==> config.mk <==
export PLATFORM = sky130hd
export DESIGN_NAME = brtm_select
export DESIGN_NICKNAME = d
export VERILOG_FILES = /design/src/rtl/core/brtm_pkg.sv /design/src/rtl/core/brtm_select.sv
export SDC_FILE = /design/constraint.sdc
export NUM_CORES = 1
export LEC_CHECK = 0
export ABC_AREA = 1
export BUFFER_PORTS_ARGS = -buffer_cell sky130_fd_sc_hd__buf_2
export CAP_MARGIN = 20
export CORE_AREA = 2 2 150 152
export DETAILED_ROUTE_END_ITERATION = 12
export DIE_AREA = 0 0 152 154
export PLACE_DENSITY = 0.6
export SLEW_MARGIN = 10
export SYNTH_ARGS = -nofsm -noshare
export SYNTH_HDL_FRONTEND = slang
export SYNTH_SLANG_ARGS = --single-unit
==> constraint.sdc <==
create_clock -name vclk -period 1.8
set_input_delay 0.18 -clock vclk [all_inputs]
set_output_delay 0.18 -clock vclk [all_outputs]
set_load 0.005 [all_outputs]
==> src/rtl/core/brtm_pkg.sv <==
// ----------------------------------------------------------------------------
// brtm_pkg
// Types, constants and codes shared by the best-route table merge block.
// ----------------------------------------------------------------------------
`default_nettype none

package brtm_pkg;

   localparam int TABLE_DEPTH = 256;
   localparam int IDX_W       = $clog2(TABLE_DEPTH);
   localparam int CNT_W       = $clog2(TABLE_DEPTH + 1);
   localparam int KEY_W       = 64;
   localparam int SLOT_W      = 8;
   localparam int COUNT_W     = 9;

   localparam logic CMD_OFFER = 1'b0;
   localparam logic CMD_CLEAR = 1'b1;

   typedef enum logic [2:0] {
      ACT_INSERTED = 3'd0,
      ACT_REPLACED = 3'd1,
      ACT_KEPT     = 3'd2,
      ACT_DROPPED  = 3'd3,
      ACT_CLEARED  = 3'd4
   } action_type;

   typedef enum logic [1:0] {
      ST_IDLE,
      ST_SCAN,
      ST_COMPARE,
      ST_DONE
   } state_type;

   typedef struct packed {
      logic        cmd;
      logic [63:0] prefix_key;
      logic [31:0] preference;
      logic [7:0]  origin_type;
      logic [7:0]  path_length;
      logic [31:0] route_metric;
      logic [31:0] domain_id;
      logic [31:0] learn_time;
      logic [31:0] speaker_id;
   } req_item_type;

   typedef struct packed {
      action_type  action;
      logic [7:0]  slot;
      logic [8:0]  entry_count;
   } rsp_item_type;

   // route attributes as held in the attribute memory
   typedef struct packed {
      logic [31:0] preference;
      logic [7:0]  origin_type;
      logic [7:0]  path_length;
      logic [31:0] route_metric;
      logic [31:0] domain_id;
      logic [31:0] learn_time;
      logic [31:0] speaker_id;
   } route_attr_type;

   localparam int ATTR_W = $bits(route_attr_type);

endpackage

`default_nettype wire

==> src/rtl/core/brtm_select.sv <==
// ----------------------------------------------------------------------------
// brtm_select
// Route selection: decides whether an offered route beats the stored one.
// ----------------------------------------------------------------------------
`default_nettype none

module brtm_select
   import brtm_pkg::*;
(
   input  wire route_attr_type offer,
   input  wire route_attr_type stored,
   input  wire logic [31:0]    local_domain_id,
   output logic                offer_wins
);

   logic old_local;
   logic new_local;

   assign old_local = (stored.domain_id == local_domain_id);
   assign new_local = (offer.domain_id == local_domain_id);

   // first differing rule decides; full tie keeps the stored route
   always_comb begin
      if (stored.preference != offer.preference) begin
         offer_wins = stored.preference < offer.preference;
      end else if (stored.origin_type != offer.origin_type) begin
         offer_wins = stored.origin_type < offer.origin_type;
      end else if (stored.path_length != offer.path_length) begin
         offer_wins = stored.path_length < offer.path_length;
      end else if (stored.route_metric != offer.route_metric) begin
         offer_wins = stored.route_metric < offer.route_metric;
      end else if (old_local != new_local) begin
         offer_wins = new_local;
      end else if (stored.learn_time != offer.learn_time) begin
         offer_wins = stored.learn_time > offer.learn_time;
      end else if (stored.speaker_id != offer.speaker_id) begin
         offer_wins = stored.speaker_id < offer.speaker_id;
      end else begin
         offer_wins = 1'b0;
      end
   end

endmodule

`default_nettype wire

[Yosys cells after proc, flatten, opt, wreduce, memory -nomap -nowiden]
Index checks and enable logic that the tools add are counted.
Storage, ports and cells
  register bits after elaboration: 0
  input bits: 384
  output and inout port bits: 1
  logic and storage cells: 22
Cells by class
  order comparisons: 6
  equal/unequal tests: 9
  mux-type cells: 7
Operators with widths (number)
  inequality test 32 bit: 4
  less-than comparator 32 bit: 3
  == test 32 bit: 2
  greater-than comparator 32 bit: 1
  less-than comparator 8 bit: 2
  inequality test 8 bit: 2
  two-way mux 1 bit: 7
  inequality test 1 bit: 1

[Longest topological paths before layout]
  depth after elaboration: 8
  gate-level depth with buffers: 19

[Least setup slack after synthesis]
No wires, ideal clock.
  path kind: input port to output port
  start point: in offer[53] (netlist bit)
  end point: out offer_wins
  arrival: 1420 ps
  path slack: 200 ps
  stages: 14
  cells stage by stage: inv_1 -> ha_1 -> inv_1 -> nor3_2 -> nand3_2 -> nor2_2 -> nand2_1 -> nor2_2 -> nand2_1 -> nand3_1 -> nand2_1 -> nand2_1 -> nand2_1 -> a21oi_2
On the way
  cells in the longest elaborated chain, start to end: 7
  elaborated cells on any way between the ends: 8
RTL lines
  start, declared: RTL line brtm_select.sv:10  | input wire route_attr_type offer,
  greater-than comparator 32 bit / inequality test 32 bit (equally long branches): RTL line brtm_select.sv:35, brtm_select.sv:34
  two-way mux 1 bit *: RTL line brtm_select.sv:34  | end else if (stored.learn_time != offer.learn_time) begin
  two-way mux 1 bit *: RTL line brtm_select.sv:32  | end else if (old_local != new_local) begin
  two-way mux 1 bit *: RTL line brtm_select.sv:30  | end else if (stored.route_metric != offer.route_metric) begin
  two-way mux 1 bit *: RTL line brtm_select.sv:28  | end else if (stored.path_length != offer.path_length) begin
  two-way mux 1 bit *: RTL line brtm_select.sv:26  | end else if (stored.origin_type != offer.origin_type) begin
  two-way mux 1 bit *: RTL line brtm_select.sv:24  | if (stored.preference != offer.preference) begin
  end, declared: RTL line brtm_select.sv:13  | output logic offer_wins
Mark *: on every way between the ends. The rest lies on a longest branch, timed or not.

[Worst setup path in the final report]
  start point: in stored[127] (netlist bit)
  end point: out offer_wins
On the way
  cells in the longest elaborated chain, start to end: 5
  elaborated cells on any way between the ends: 6
RTL lines
  start, declared: RTL line brtm_select.sv:11  | input wire route_attr_type stored,
  less-than comparator 32 bit / inequality test 32 bit (equally long branches): RTL line brtm_select.sv:31, brtm_select.sv:30
  two-way mux 1 bit *: RTL line brtm_select.sv:30
  two-way mux 1 bit *: RTL line brtm_select.sv:28
  two-way mux 1 bit *: RTL line brtm_select.sv:26
  two-way mux 1 bit *: RTL line brtm_select.sv:24
Marked as above.

==> results.json <==
{
  "cp-start-kind": "primary input",
  "worstMarginPinSlew_ns": 0.400,
  "fin_crit_ns": 1.98,
  "violations": "setup timing",
  "finalCritPeriodShare_pct": 110,
  "final_common_cell": "buf_2",
  "fmax_mhz": 506,
  "yosys_warnings": 0,
  "gp_congestion": 0.871,
  "critical_path_required_ns": 1.62,
  "avgSynthCellArea_um2": 6.34,
  "seq_area_frac_synth_pct": 0,
  "drtPass1Iterations": 4,
  "die_x_um": 152,
  "cts_hold_buf": 0,
  "drive_gt1_share_pct": 43.3,
  "n_clock_buffer": 0,
  "vdd_drop_max_mv": 0.0971,
  "antenna_found_initial": 9,
  "cap_violations": 0,
  "die_area_mm2": 0.0234,
  "synth_top_area_share_pct": 39.3,
  "synth_area_leaders": "ha_1, inv_1, nand2_1, a21oi_1, xnor2_1",
  "cp.arrival_ns": 1.80,
  "tns_ns": -0.178,
  "p_leak_nw": 4.53,
  "core_mm2": 0.0217,
  "status": "complete, but fails checks",
  "design.seq.count": 0,
  "ff_latch_area_um2": 0,
  "finalSetupViolCount": 1,
  "via_count": 5932,
  "pre_cts_ws_ns": -0.333,
  "worstHoldStart": "stored[143]",
  "critPathMaxFanout": 2,
  "grt_max_degree": 4,
  "die_h_um": 154,
  "setup_slack_ns": -0.178,
  "synthCells": 724,
  "dpl.hpwl_um": 16800,
  "drtAntennaViolNets": 0,
  "synth_fp_nets": 1252,
  "hold_path_class": "in2out",
  "syn2layout_area_growth_pct": 67.1,
  "critical_path_class": "in2out",
  "grt_overflow": 0,
  "wirelength_um": 18400,
  "ios": 385,
  "final_util_pct": 35.4,
  "holdPathStages": 6,
  "rsz0062_at_grt": "true",
  "worstSetupEndpointType": "output port",
  "finalMaxSlewViolations": 0,
  "grt_pass1_vias": 5734,
  "yosysTopAreaCell": "ha_1",
  "netlist-cell-type-count": 26,
  "row_count": 54,
  "p_total_mw": 1.59,
  "fin_nets": 1661,
  "final_cell_mix": "buf_2, inv_1, nand2_1, ha_1, a21oi_1",
  "cp-startpoint": "stored[127]",
  "first_iter_violations": 150,
  "wire_per_inst_um": 13.1,
  "power.density_mw_per_mm2": 207,
  "track_usage_pct": 14.1,
  "routed_via_density": 4.20,
  "portBuffers": 385,
  "drc": 0,
  "holdPathEnd": "offer_wins",
  "synth.cell_area_mm2": 0.00459,
  "initial_core_util_pct": 21.2,
  "maxSlewHeadroom_pct": 72.7,
  "finalHoldViolations": 0,
  "grt_pass1_wl_um": 27200
}
-- cell families (layout without fill, tap and decap cells) --
logic type / after synthesis / in the layout / share of synthesized area [%]
compound gates: 111 / 111 / 13.4
xor+xnor: 58 / 58 / 11.1
fa+ha+maj: 144 / 144 / 39.3
buf+inv: 184 / 591 / 15.0
other cells: 0 / 2 / 0
simple gates: 227 / 227 / 21.2
-- per-layer routing --
metal	GRT usage, %	part of all wire [%]	up-vias
li1	-	-	3146
met2	28.7	54	231
met1	15.7	38	2527
met3	2.42	6.2	20
met4	1.02	0.79	8
met5	0	0.29	-
-- layout make-up --
cell class	count	area (um^2)
Fill cell	2343	14000
Multi-Input combinational cell	540	4330
Timing Repair Buffer	407	2280
Inverter	184	698
Tap cell	280	350
Antenna cell	2	5.00
-- timing repair --
item | CTS | global route
gates resized for setup | 55 | 51
setup endpoints to repair | 1 | 1
pin swaps | 35 | 36
buffers inserted | 5 | 3
-- synth_stat cells --
cell type  number
a2111oi_0       1
a21boi_0        1
a21o_1          3
a21oi_1        74
a21oi_2         2
ha_1          144
inv_1         181
inv_2           3
nand2_1       128
nand3_1         8
nand3_2         3
nand4_1        24
nor2_1         50
nor2_2          6
nor3_1          5
nor3_2          1
o211ai_1        1
o21a_1          7
o21ai_0        12
o21ai_1         4
o21bai_1        3
o221ai_1        3
or2_0           1
or3_1           1
xnor2_1        36
xor2_1         22
-- worst max-delay path by stage --
stage	depth (start not counted)	to
3_5_place_dp	15	offer_wins
6_report	14	offer_wins
4_1_cts	18	offer_wins
3_3_place_gp	15	offer_wins
2_1_floorplan	14	offer_wins
5_1_grt	15	offer_wins
-- power by group --
part           switching [mW]  internal (mW)
clock network               0    0.000000149
logic                   0.736          0.854
registers                   0              0
total                   0.736          0.854
-- through the flow --
stage          hold slack, ns  area [um^2]  std cells
6_report                0.991         7670       1413
2_1_floorplan           0.738         4590        724
4_1_cts                 0.995         7340       1408
3_3_place_gp            0.997         6970       1403
5_1_grt                  1.06         7670       1413
3_5_place_dp             1.01         6970       1403
-- critical path, stage by stage --
cell and delay [ns]:
buf_6 0.10, ha_4 0.27, nand2_4 0.05, nor2_4 0.10
nand4_1 0.17, buf_4 0.18, buf_4 0.12, a21oi_2 0.11
nor2_2 0.06, a21oi_2 0.14, nand2_1 0.07, nand2_1 0.07
a21oi_2 0.05, buf_2 0.13
Note: power is estimated with default switching activity, not from simulation.
